[src/sv/rbba_pkg.sv]
// shared types, widths and codes of the ring buffer block allocator
package rbba_pkg;

    localparam int unsigned W_ADDR  = 25;
    localparam int unsigned W_ALIGN = 17;
    localparam int unsigned W_KIND  = 2;
    localparam int unsigned W_STAT  = 3;

    localparam int unsigned DEF_BLOCK_FIFO_DEPTH = 8;
    localparam logic [W_ADDR-1:0] RESET_TOTAL_SIZE = W_ADDR'(65536);

    typedef logic [W_ADDR-1:0]  t_addr;
    typedef logic [W_ALIGN-1:0] t_align;

    typedef enum logic [W_KIND-1:0] {
        K_ALLOC = 2'd0,
        K_MARK  = 2'd1,
        K_FREE  = 2'd2,
        K_NONE  = 2'd3
    } t_kind;

    typedef enum logic [W_STAT-1:0] {
        ST_OK         = 3'd0,
        ST_NO_SPACE   = 3'd1,
        ST_FIFO_FULL  = 3'd2,
        ST_FIFO_EMPTY = 3'd3,
        ST_BAD_ALIGN  = 3'd4
    } t_status;

    typedef enum logic [2:0] {
        S_IDLE,
        S_WRAP,
        S_DIV,
        S_EVAL,
        S_FETCH,
        S_DONE
    } t_state;

    // one closed block as held in the block memory
    typedef struct packed {
        t_addr blk_begin;
        t_addr blk_end;
    } t_block;

    typedef struct packed {
        logic clear;
        logic push;
        logic pop;
        logic rd_en;
    } t_fifo_ctrl;

    typedef struct packed {
        logic empty;
        logic full;
    } t_fifo_stat;

endpackage

[src/sv/rbba_if.sv]
// handshake interfaces for the request, result and size register channels

interface rbba_req_if;
    import rbba_pkg::*;
    logic   valid;
    logic   ready;
    logic [W_KIND-1:0] kind;
    t_addr  size;
    t_align alignment;

    modport source (output valid, kind, size, alignment, input ready);
    modport sink   (input valid, kind, size, alignment, output ready);
endinterface

interface rbba_rsp_if;
    import rbba_pkg::*;
    logic  valid;
    logic  ready;
    logic [W_STAT-1:0] status;
    t_addr offset;
    t_addr block_end;
    t_addr freed_bytes;
    t_addr remaining_bytes;

    modport source (output valid, status, offset, block_end, freed_bytes,
                    remaining_bytes, input ready);
    modport sink   (input valid, status, offset, block_end, freed_bytes,
                    remaining_bytes, output ready);
endinterface

interface rbba_cfg_if;
    import rbba_pkg::*;
    logic  valid;
    logic  ready;
    t_addr data;

    modport source (output valid, data, input ready);
    modport sink   (input valid, data, output ready);
endinterface

[src/sv/rbba_rem_unit.sv]
// bit-serial remainder unit, one dividend bit per cycle
module rbba_rem_unit (
    input  logic            i_clk,
    input  logic            i_rst_n,
    input  logic            i_start,
    input  rbba_pkg::t_addr  i_dividend,
    input  rbba_pkg::t_align i_divisor,
    output logic            o_done,
    output rbba_pkg::t_align o_rem
);
    import rbba_pkg::*;

    localparam int unsigned CNT_W = $clog2(W_ADDR + 1);

    t_addr            r_dvd;
    t_align           r_dsr;
    t_align           r_rem;
    logic [CNT_W-1:0] r_cnt;
    logic             r_busy;
    logic             r_done;

    logic [W_ALIGN:0] trial;
    logic [W_ALIGN:0] shifted;

    // shift in the next dividend bit, subtract when it fits
    always_comb begin
        shifted = {r_rem, r_dvd[W_ADDR-1]};
        if (shifted >= {1'b0, r_dsr}) begin
            trial = shifted - {1'b0, r_dsr};
        end else begin
            trial = shifted;
        end
    end

    always_ff @(posedge i_clk) begin
        if (!i_rst_n) begin
            r_busy <= 1'b0;
            r_done <= 1'b0;
            r_cnt  <= '0;
        end else if (i_start) begin
            r_busy <= 1'b1;
            r_done <= 1'b0;
            r_cnt  <= CNT_W'(W_ADDR);
        end else if (r_busy) begin
            r_cnt <= r_cnt - CNT_W'(1);
            if (r_cnt == CNT_W'(1)) begin
                r_busy <= 1'b0;
                r_done <= 1'b1;
            end
        end
    end

    always_ff @(posedge i_clk) begin
        if (i_start) begin
            r_dvd <= i_dividend;
            r_dsr <= i_divisor;
            r_rem <= '0;
        end else if (r_busy) begin
            r_dvd <= {r_dvd[W_ADDR-2:0], 1'b0};
            r_rem <= trial[W_ALIGN-1:0];
        end
    end

    assign o_done = r_done;
    assign o_rem  = r_rem;

endmodule

[src/sv/rbba_block_fifo.sv]
// block fifo: one synchronous memory of closed blocks with head, tail and count
module rbba_block_fifo #(
    parameter int unsigned DEPTH = rbba_pkg::DEF_BLOCK_FIFO_DEPTH,
    parameter int unsigned CNT_W = $clog2(DEPTH + 1)
) (
    input  logic                 i_clk,
    input  logic                 i_rst_n,
    input  rbba_pkg::t_fifo_ctrl i_ctrl,
    input  rbba_pkg::t_block     i_wr_data,
    output rbba_pkg::t_block     o_rd_data,
    output rbba_pkg::t_fifo_stat o_stat,
    output logic [CNT_W-1:0]     o_count
);
    import rbba_pkg::*;

    localparam int unsigned PTR_W = $clog2(DEPTH);

    t_block           mem [DEPTH];
    t_block           r_rd_data;
    logic [PTR_W-1:0] r_head;
    logic [PTR_W-1:0] r_tail;
    logic [CNT_W-1:0] r_count;

    function automatic logic [PTR_W-1:0] next_slot(input logic [PTR_W-1:0] p);
        logic [PTR_W-1:0] res;
        if (p == PTR_W'(DEPTH - 1)) begin
            res = '0;
        end else begin
            res = p + PTR_W'(1);
        end
        return res;
    endfunction

    always_ff @(posedge i_clk) begin
        if (i_ctrl.push) begin
            mem[r_tail] <= i_wr_data;
        end
        if (i_ctrl.rd_en) begin
            r_rd_data <= mem[r_head];
        end
    end

    always_ff @(posedge i_clk) begin
        if (!i_rst_n || i_ctrl.clear) begin
            r_head  <= '0;
            r_tail  <= '0;
            r_count <= '0;
        end else begin
            if (i_ctrl.push) begin
                r_tail <= next_slot(r_tail);
            end
            if (i_ctrl.pop) begin
                r_head <= next_slot(r_head);
            end
            if (i_ctrl.push && !i_ctrl.pop) begin
                r_count <= r_count + CNT_W'(1);
            end else if (i_ctrl.pop && !i_ctrl.push) begin
                r_count <= r_count - CNT_W'(1);
            end
        end
    end

    assign o_rd_data    = r_rd_data;
    assign o_count      = r_count;
    assign o_stat.empty = (r_count == '0);
    assign o_stat.full  = (r_count == CNT_W'(DEPTH));

endmodule

[src/sv/ring_buffer_block_allocator.sv]
// top level of the ring buffer block allocator
//
// hands out aligned byte ranges from a ring of total_size bytes and keeps the
// closed blocks in a fifo memory until they are freed. one request word is
// taken at a time: the request port is ready whenever the sequencer is idle,
// also while the previous result word still waits in the output register.
// a mark, an unused kind or a free on an empty fifo go from the accept
// straight to the done state. a free first reads the block memory and then
// sums the block length. an allocate refused at the wrap check (zero
// alignment, or a skipped tail beyond the free count) goes from there to
// the done state, and any other allocate passes the accept, the wrap check,
// the bit-serial remainder unit that works out the alignment padding at one
// address bit per cycle, the remainder hand-over, the range check and the
// commit. the done state waits for a free output register. writing the
// size register empties the ring at once (fifo pointers cleared, contents
// left) and is taken on any cycle, but is meant for an idle block. zero
// alignment, no space, a full fifo on mark or an empty fifo on free return
// an error status with the state left as it was.
module ring_buffer_block_allocator #(
    parameter int unsigned BLOCK_FIFO_DEPTH = rbba_pkg::DEF_BLOCK_FIFO_DEPTH
) (
    input  logic   i_clk,
    input  logic   i_rst_n,
    rbba_req_if.sink   i_req,
    rbba_rsp_if.source o_rsp,
    rbba_cfg_if.sink   i_cfg
);
    import rbba_pkg::*;

    localparam int unsigned CNT_W = $clog2(BLOCK_FIFO_DEPTH + 1);

    // sequencer and ring state
    t_state  r_state, n_state;
    t_addr   r_total;
    t_addr   r_open_begin;
    t_addr   r_open_end;
    t_addr   r_free;

    // request being worked on
    t_kind   r_kind, n_kind;
    t_addr   r_size, n_size;
    t_align  r_align, n_align;
    t_addr   r_cur, n_cur;
    t_addr   r_avail, n_avail;
    t_align  r_pad, n_pad;

    // result and next state values, committed in the done state
    t_status r_status, n_status;
    t_addr   r_offset, n_offset;
    t_addr   r_bend, n_bend;
    t_addr   r_freed, n_freed;
    t_addr   r_new_free, n_new_free;
    t_addr   r_new_begin, n_new_begin;
    t_addr   r_new_end, n_new_end;

    // output register
    logic    r_out_valid;
    t_status r_out_status;
    t_addr   r_out_offset;
    t_addr   r_out_bend;
    t_addr   r_out_freed;
    t_addr   r_out_remain;

    logic       req_acc;
    logic       cfg_acc;
    logic       out_free;
    logic       commit;
    logic       rem_start;
    logic       rem_done;
    t_align     rem_val;
    t_fifo_ctrl fifo_ctrl;
    t_fifo_stat fifo_stat;
    t_block     fifo_wr;
    t_block     fifo_rd;
    logic [CNT_W-1:0] fifo_count;

    // wide intermediates of the allocate and free paths
    logic [W_ADDR+1:0] span_end;
    t_addr             tail_bytes;
    logic [W_ADDR:0]   pos;
    logic [W_ADDR+1:0] pos_end;
    logic [W_ADDR:0]   charge;
    logic [W_ADDR+1:0] wrap_len;
    t_addr             blk_len;
    logic [W_ADDR:0]   free_sum;

    assign req_acc  = i_req.valid && i_req.ready;
    assign cfg_acc  = i_cfg.valid && i_cfg.ready;
    assign out_free = !r_out_valid || o_rsp.ready;
    assign commit   = (r_state == S_DONE) && out_free;

    assign i_req.ready = (r_state == S_IDLE);
    assign i_cfg.ready = 1'b1;

    rbba_rem_unit u_rem (
        .i_clk      (i_clk),
        .i_rst_n    (i_rst_n),
        .i_start    (rem_start),
        .i_dividend (n_cur),
        .i_divisor  (r_align),
        .o_done     (rem_done),
        .o_rem      (rem_val)
    );

    rbba_block_fifo #(
        .DEPTH (BLOCK_FIFO_DEPTH),
        .CNT_W (CNT_W)
    ) u_fifo (
        .i_clk     (i_clk),
        .i_rst_n   (i_rst_n),
        .i_ctrl    (fifo_ctrl),
        .i_wr_data (fifo_wr),
        .o_rd_data (fifo_rd),
        .o_stat    (fifo_stat),
        .o_count   (fifo_count)
    );

    // next state
    always_comb begin
        n_state = r_state;
        case (r_state)
            S_IDLE: begin
                if (req_acc) begin
                    case (t_kind'(i_req.kind))
                        K_ALLOC: n_state = S_WRAP;
                        K_FREE:  n_state = fifo_stat.empty ? S_DONE : S_FETCH;
                        default: n_state = S_DONE;
                    endcase
                end
            end
            S_WRAP: begin
                n_state = (n_status == ST_OK) ? S_DIV : S_DONE;
            end
            S_DIV: begin
                if (rem_done) begin
                    n_state = S_EVAL;
                end
            end
            S_EVAL:  n_state = S_DONE;
            S_FETCH: n_state = S_DONE;
            S_DONE: begin
                if (out_free) begin
                    n_state = S_IDLE;
                end
            end
            default: n_state = S_IDLE;
        endcase
    end

    // datapath and control outputs
    always_comb begin
        n_kind      = r_kind;
        n_size      = r_size;
        n_align     = r_align;
        n_cur       = r_cur;
        n_avail     = r_avail;
        n_pad       = r_pad;
        n_status    = r_status;
        n_offset    = r_offset;
        n_bend      = r_bend;
        n_freed     = r_freed;
        n_new_free  = r_new_free;
        n_new_begin = r_new_begin;
        n_new_end   = r_new_end;
        rem_start   = 1'b0;
        fifo_ctrl   = '0;

        span_end   = {2'b00, r_open_end} + {2'b00, r_size}
                   + {{(W_ADDR-W_ALIGN+2){1'b0}}, r_align};
        tail_bytes = (r_total > r_open_end) ? (r_total - r_open_end) : '0;
        pos        = {1'b0, r_cur} + {{(W_ADDR-W_ALIGN+1){1'b0}}, r_pad};
        pos_end    = {1'b0, pos} + {2'b00, r_size};
        charge     = {{(W_ADDR-W_ALIGN+1){1'b0}}, r_pad} + {1'b0, r_size};
        wrap_len   = {2'b00, fifo_rd.blk_end} + {2'b00, r_total}
                   - {2'b00, fifo_rd.blk_begin};
        blk_len    = (fifo_rd.blk_end >= fifo_rd.blk_begin)
                   ? (fifo_rd.blk_end - fifo_rd.blk_begin) : wrap_len[W_ADDR-1:0];
        free_sum   = {1'b0, r_free} + {1'b0, blk_len};

        case (r_state)
            S_IDLE: begin
                if (req_acc) begin
                    n_kind      = t_kind'(i_req.kind);
                    n_size      = i_req.size;
                    n_align     = i_req.alignment;
                    n_status    = ST_OK;
                    n_offset    = '0;
                    n_bend      = '0;
                    n_freed     = '0;
                    n_new_free  = r_free;
                    n_new_begin = r_open_begin;
                    n_new_end   = r_open_end;
                    case (t_kind'(i_req.kind))
                        K_MARK: begin
                            if (fifo_stat.full) begin
                                n_status = ST_FIFO_FULL;
                            end else begin
                                n_offset    = r_open_begin;
                                n_bend      = r_open_end;
                                // a block that ends at the top restarts at 0
                                n_new_begin = (r_open_end == r_total) ? '0 : r_open_end;
                                n_new_end   = (r_open_end == r_total) ? '0 : r_open_end;
                            end
                        end
                        K_FREE: begin
                            if (fifo_stat.empty) begin
                                n_status = ST_FIFO_EMPTY;
                            end else begin
                                fifo_ctrl.rd_en = 1'b1;
                            end
                        end
                        default: ;
                    endcase
                end
            end
            S_WRAP: begin
                n_cur   = r_open_end;
                n_avail = r_free;
                if (r_align == '0) begin
                    n_status = ST_BAD_ALIGN;
                end else if (span_end > {2'b00, r_total}) begin
                    // wrap to 0, the skipped tail is charged
                    if (tail_bytes > r_free) begin
                        n_status = ST_NO_SPACE;
                    end else begin
                        n_avail   = r_free - tail_bytes;
                        n_cur     = '0;
                        rem_start = 1'b1;
                    end
                end else begin
                    rem_start = 1'b1;
                end
            end
            S_DIV: begin
                if (rem_done) begin
                    n_pad = (rem_val == '0) ? '0 : (r_align - rem_val);
                end
            end
            S_EVAL: begin
                if (pos_end > {2'b00, r_total} || charge > {1'b0, r_avail}) begin
                    n_status = ST_NO_SPACE;
                end else begin
                    n_offset   = pos[W_ADDR-1:0];
                    n_new_free = r_avail - charge[W_ADDR-1:0];
                    n_new_end  = pos_end[W_ADDR-1:0];
                end
            end
            S_FETCH: begin
                n_offset   = fifo_rd.blk_begin;
                n_bend     = fifo_rd.blk_end;
                n_freed    = blk_len;
                // saturate at the ring size
                n_new_free = (free_sum > {1'b0, r_total}) ? r_total : free_sum[W_ADDR-1:0];
            end
            S_DONE: begin
                if (out_free && r_status == ST_OK) begin
                    fifo_ctrl.push = (r_kind == K_MARK);
                    fifo_ctrl.pop  = (r_kind == K_FREE);
                end
            end
            default: ;
        endcase

        fifo_ctrl.clear = cfg_acc;
    end

    assign fifo_wr.blk_begin = r_open_begin;
    assign fifo_wr.blk_end   = r_open_end;

    // control state
    always_ff @(posedge i_clk) begin
        if (!i_rst_n) begin
            r_state      <= S_IDLE;
            r_out_valid  <= 1'b0;
            r_total      <= RESET_TOTAL_SIZE;
            r_free       <= RESET_TOTAL_SIZE;
            r_open_begin <= '0;
            r_open_end   <= '0;
        end else begin
            r_state <= n_state;
            if (commit) begin
                r_out_valid <= 1'b1;
            end else if (o_rsp.ready) begin
                r_out_valid <= 1'b0;
            end
            if (cfg_acc) begin
                r_total      <= i_cfg.data;
                r_free       <= i_cfg.data;
                r_open_begin <= '0;
                r_open_end   <= '0;
            end else if (commit) begin
                r_free       <= r_new_free;
                r_open_begin <= r_new_begin;
                r_open_end   <= r_new_end;
            end
        end
    end

    // payload registers
    always_ff @(posedge i_clk) begin
        r_kind      <= n_kind;
        r_size      <= n_size;
        r_align     <= n_align;
        r_cur       <= n_cur;
        r_avail     <= n_avail;
        r_pad       <= n_pad;
        r_status    <= n_status;
        r_offset    <= n_offset;
        r_bend      <= n_bend;
        r_freed     <= n_freed;
        r_new_free  <= n_new_free;
        r_new_begin <= n_new_begin;
        r_new_end   <= n_new_end;
        if (commit) begin
            r_out_status <= r_status;
            r_out_offset <= r_offset;
            r_out_bend   <= r_bend;
            r_out_freed  <= r_freed;
            r_out_remain <= r_new_free;
        end
    end

    assign o_rsp.valid           = r_out_valid;
    assign o_rsp.status          = r_out_status;
    assign o_rsp.offset          = r_out_offset;
    assign o_rsp.block_end       = r_out_bend;
    assign o_rsp.freed_bytes     = r_out_freed;
    assign o_rsp.remaining_bytes = r_out_remain;

    // checks
    a_fifo_bound: assert property (@(posedge i_clk) disable iff (!i_rst_n)
        fifo_count <= CNT_W'(BLOCK_FIFO_DEPTH))
        else $error("block fifo count beyond depth");

    a_remain_bound: assert property (@(posedge i_clk) disable iff (!i_rst_n)
        o_rsp.valid |-> (o_rsp.remaining_bytes <= r_total))
        else $error("free count beyond ring size");

    a_busy_after_accept: assert property (@(posedge i_clk) disable iff (!i_rst_n)
        req_acc |=> (r_state != S_IDLE))
        else $error("sequencer idle right after taking a request");

    a_error_zero: assert property (@(posedge i_clk) disable iff (!i_rst_n)
        (o_rsp.valid && o_rsp.status != ST_OK) |->
        (o_rsp.offset == '0 && o_rsp.block_end == '0 && o_rsp.freed_bytes == '0))
        else $error("error result carries block fields");

endmodule
[src/flat_wrapper.sv]
// flat-port wrapper written by rule: the top's interface ports become plain ports
module ring_buffer_block_allocator_flat import rbba_pkg::*;
#(
    parameter int unsigned BLOCK_FIFO_DEPTH = rbba_pkg::DEF_BLOCK_FIFO_DEPTH
)
  (i_clk, i_rst_n, i_req_valid, i_req_kind, i_req_size, i_req_alignment, i_req_ready, o_rsp_valid, o_rsp_status, o_rsp_offset, o_rsp_block_end, o_rsp_freed_bytes, o_rsp_remaining_bytes, o_rsp_ready, i_cfg_valid, i_cfg_data, i_cfg_ready);
  rbba_req_if i_req_i ();
  rbba_rsp_if o_rsp_i ();
  rbba_cfg_if i_cfg_i ();
  input  logic i_clk;
  input  logic i_rst_n;
  input wire logic [$bits(i_req_i.valid)-1:0] i_req_valid;
  input wire logic [$bits(i_req_i.kind)-1:0] i_req_kind;
  input wire logic [$bits(i_req_i.size)-1:0] i_req_size;
  input wire logic [$bits(i_req_i.alignment)-1:0] i_req_alignment;
  output wire logic [$bits(i_req_i.ready)-1:0] i_req_ready;
  output wire logic [$bits(o_rsp_i.valid)-1:0] o_rsp_valid;
  output wire logic [$bits(o_rsp_i.status)-1:0] o_rsp_status;
  output wire logic [$bits(o_rsp_i.offset)-1:0] o_rsp_offset;
  output wire logic [$bits(o_rsp_i.block_end)-1:0] o_rsp_block_end;
  output wire logic [$bits(o_rsp_i.freed_bytes)-1:0] o_rsp_freed_bytes;
  output wire logic [$bits(o_rsp_i.remaining_bytes)-1:0] o_rsp_remaining_bytes;
  input wire logic [$bits(o_rsp_i.ready)-1:0] o_rsp_ready;
  input wire logic [$bits(i_cfg_i.valid)-1:0] i_cfg_valid;
  input wire logic [$bits(i_cfg_i.data)-1:0] i_cfg_data;
  output wire logic [$bits(i_cfg_i.ready)-1:0] i_cfg_ready;
  assign i_req_i.valid = i_req_valid;
  assign i_req_i.kind = i_req_kind;
  assign i_req_i.size = i_req_size;
  assign i_req_i.alignment = i_req_alignment;
  assign i_req_ready = i_req_i.ready;
  assign o_rsp_valid = o_rsp_i.valid;
  assign o_rsp_status = o_rsp_i.status;
  assign o_rsp_offset = o_rsp_i.offset;
  assign o_rsp_block_end = o_rsp_i.block_end;
  assign o_rsp_freed_bytes = o_rsp_i.freed_bytes;
  assign o_rsp_remaining_bytes = o_rsp_i.remaining_bytes;
  assign o_rsp_i.ready = o_rsp_ready;
  assign i_cfg_i.valid = i_cfg_valid;
  assign i_cfg_i.data = i_cfg_data;
  assign i_cfg_ready = i_cfg_i.ready;
  ring_buffer_block_allocator #(.BLOCK_FIFO_DEPTH(BLOCK_FIFO_DEPTH)) u_core (.i_clk(i_clk), .i_rst_n(i_rst_n), .i_req(i_req_i), .o_rsp(o_rsp_i), .i_cfg(i_cfg_i));
endmodule
[config.mk]
export PLATFORM = sky130hd
export DESIGN_NAME = ring_buffer_block_allocator_flat
export DESIGN_NICKNAME = d
export VERILOG_FILES = /design/src/sv/rbba_pkg.sv /design/src/sv/rbba_if.sv /design/src/sv/rbba_rem_unit.sv /design/src/sv/rbba_block_fifo.sv /design/src/sv/ring_buffer_block_allocator.sv /design/src/flat_wrapper.sv
export SDC_FILE = /design/constraint.sdc
export NUM_CORES = 2
export LEC_CHECK = 0
export ABC_AREA = 1
export BUFFER_PORTS_ARGS = -buffer_cell sky130_fd_sc_hd__buf_2
export CAP_MARGIN = 30
export CORE_MARGIN = 2
export CORE_UTILIZATION = 55
export DETAILED_ROUTE_END_ITERATION = 10
export PLACE_DENSITY = 0.72
export SLEW_MARGIN = 20
export SYNTH_ARGS = -nofsm -noshare
export SYNTH_HDL_FRONTEND = slang
export SYNTH_SLANG_ARGS = --single-unit
[constraint.sdc]
create_clock -name i_clk -period 15.6 [get_ports i_clk]
set_input_delay 1.56 -clock i_clk [delete_from_list [all_inputs] [get_ports i_clk]]
set_output_delay 1.56 -clock i_clk [all_outputs]
set_load 0.02 [all_outputs]
==> flow_summary.yaml <==
layout:
  finalNonFillerCells: 7328
  top_register: "u_core.u_fifo.mem"
  fill_cells: 8320
  final_cell_area_um2: 61070
  utilization_pct: 61.24
  area.growth.synth_to_final_pct: 10.90
  largest_register_ffs: 400
  finalNetCount: 6450
  layout-drive-gt1-share_pct: 9.340
cts:
  insertion_delay_ns: 0.75
  h-tree-depth: 3
  cts-root-buf: "clkbuf_16"
  post-cts-setup-buffers: 0
  path_clk_slew_ns: 0.07
  clk_path_buf_depth: 3
  ctsHoldBuffers: 0
  numCtsBuffers: 101
  cts_resized: 0
  cts_tree: "yes"
  cts_sinks: 997
detailed_routing:
  wirelength_mm: 181.6
  wire_per_inst_um: 24.78
  via_per_inst: 6.069
  first_pass_iters: 8
  drc: 0
  drtIter0Drc: 5478
  ant_nets: 0
  vias: 44471
critical_path:
  critical_path.max_fanout: 37
  cp_slowest_cell: "nand2_2"
  crit_arrival_ns: 8.37
  start_kind: "register"
  cpPeakStageDelay_ns: 0.56
  critPathLaunch: "u_core.u_fifo.o_rd_data[27]"
  criticalPathCategory: "register to register"
  r2r_start: "u_core.u_fifo.o_rd_data[27]"
  cp-end-kind: "register"
  required_ns: 16.10
  cp_common_cell: "a21oi_1"
yosys:
  yosysSeqAreaShare_pct: 51.35
  synth_cells: 5767
  yosys_warnings: 0
  syn_nets: 6275
  synth_cell_types: 72
  synth_area_um2: 55060
  ys_dominant_reg_cell: "edfxtp_1"
  async_reset_ff_share_pct: 0
  synth.avg_cell_area_um2: 9.548
  synth_seq_cells: 997
  synth_edf_count: 831
grt:
  grt_pass1_wl_mm: 263.7
  grt_max_degree: 96
  grt_util_met2_pct: 53.37
  first_global_vias: 41243
  grt_remaining_overflow: 0
  grt.busiest_layer: "met2"
  gr-usage-met1_pct: 46.09
  grt_usage_pct: 34.92
  antenna_found_initial: 14
  grtUsageMet3_pct: 8.600
power:
  design_power_total_mw: 9.549
  comb_power_share_pct: 35.1
  switching_share_pct: 38.16
  power.internal_mw: 5.905
  ir_drop_mv: 0.1509
  switching_power_mw: 3.643
  power_frac_clock_pct: 25.8
  pwr-share-seq_pct: 39.1
  p_per_area_nw_per_um2: 156.4
  p_leak_nw: 25.51
timing:
  whs_ns: 0.4164
  period_needed_ns: 7.868
  setup_viol: 0
  final_max_slew_viol_count: 0
  period_share_pct: 50.43
  worstMarginPinSlew_ns: 1.135
  skew_ns: 0.09046
  grt_setup_unrepaired: "no"
  tns_ns: 0
  final.setup.worst_slack_ns: 7.732
  clock.fmax_ghz: 0.1271
  hold_violations: 0
  slew_headroom_pct: 24.26
placed_design:
  dp_cells: 7132
  gp_congestion: 1.012
  port_buffers: 178
  dp_slack_ns: 7.888
  place_hpwl_mm: 135.4
  dpl-instance-area_um2: 57550
floorplan:
  core_um2: 99710
  die_x_um: 320.4
  io_pins: 180
  dieArea_um2: 102700
  initial_core_util_pct: 55.22
  row_count: 116
  die_height_um: 320.4
hold_path:
  min-delay-path-class: "register to register"
  hp-start: "u_core.r_offset[2]"
status:
  status: "finished clean"
flow_run:
  maxCapViolations: 0
[cell usage after synthesis, types with 110 or more instances]
library cell / n / area share (%)
o22ai_1: 110 / 1.2
nand3_1: 176 / 1.6
clkbuf_1: 141 / 0.96
dfxtp_1: 166 / 6.0
edfxtp_1: 831 / 45
inv_1: 646 / 4.4
nor2_1: 606 / 4.1
nand2_1: 925 / 6.3
o21ai_0: 442 / 4.0
ha_1: 397 / 9.0
xor2_1: 144 / 2.3
a21oi_1: 405 / 3.7
[cell usage in the layout (no fill, tap or decap), drive strengths merged, types with 39 or more instances in the layout]
cell type	synthesis	routed
nand2	947	947
edfxtp	831	831
inv	653	657
nor2	623	623
o21ai	474	474
a21oi	411	411
ha	397	397
buf	43	256
nand3	183	183
dfxtp	166	166
xor2	144	144
clkbuf	141	139
o22ai	110	110
a31oi	108	108
xnor2	77	77
nor3	47	47
clkinv	3	41
a211oi	40	40
nand4	39	39
[worst max-delay path: cells and delay by family, from the launching register on]
family / cells / cell delay [ns]
buffers and inverters: 6 / 0.97
DFF: 1 / 0.41
AOI/OAI and AO/OA: 14 / 2.61
adders and majority gates: 4 / 1.18
and+or+nand+nor: 12 / 2.03
xor gates and xnor gates: 1 / 0.33
[path summary, 6_finish.rpt]
check / endpoint / slack [ns] / cells past startpoint
max: u_core.r_new_free[8] / 7.73 / 37
min: u_core.o_rsp.offset[2] / 0.42 / 0
max reg2reg: u_core.r_new_free[8] / 7.73 / 37
min reg2reg: u_core.o_rsp.offset[2] / 0.42 / 0
[layout make-up]
class	count	area, um^2	share of cell area, %
clock buffers	139	2895	4.741
multi-input cells	3930	23700	38.81
diodes	2	5.005	0.008196
clock inverters	50	524.3	0.8585
repair buffers	256	1564	2.561
flip-flops and latches	997	28280	46.32
inverters	656	2466	4.038
well taps	1298	1624	2.660
[cell families (layout without fill, tap and decap cells)]
group	after synthesis	count (layout)	share of synthesized area, %
DFF	997	997	51.35
other	1	3	0.006810
buffers and inverters	840	1101	5.842
muxes	4	4	0.07272
xor gates and xnor gates	221	221	3.515
adders and majority gates	434	434	10.37
and+or+nand+nor	1913	1913	14.46
AOI/OAI and AO/OA	1357	1357	14.38
[per-layer routing]
metal / part of all wire [%] / vias up
li1: - / 20464
met1: 39 / 21089
met2: 44 / 2409
met3: 11 / 497
met4: 6.3 / 12
met5: 0.046 / -
[power groups by stage]
stage | Clock [mW] | Sequential [mW] | Combinational [mW]
global placement | 0 | 3.77 | 3.18
finish | 2.46 | 3.74 | 3.35
floorplan | 0 | 3.68 | 2.30
detailed placement | 0 | 3.78 | 3.23
global route | 2.58 | 3.75 | 3.69
CTS | 2.48 | 3.72 | 3.25
No activity file was read; power rests on OpenSTA's default activity.
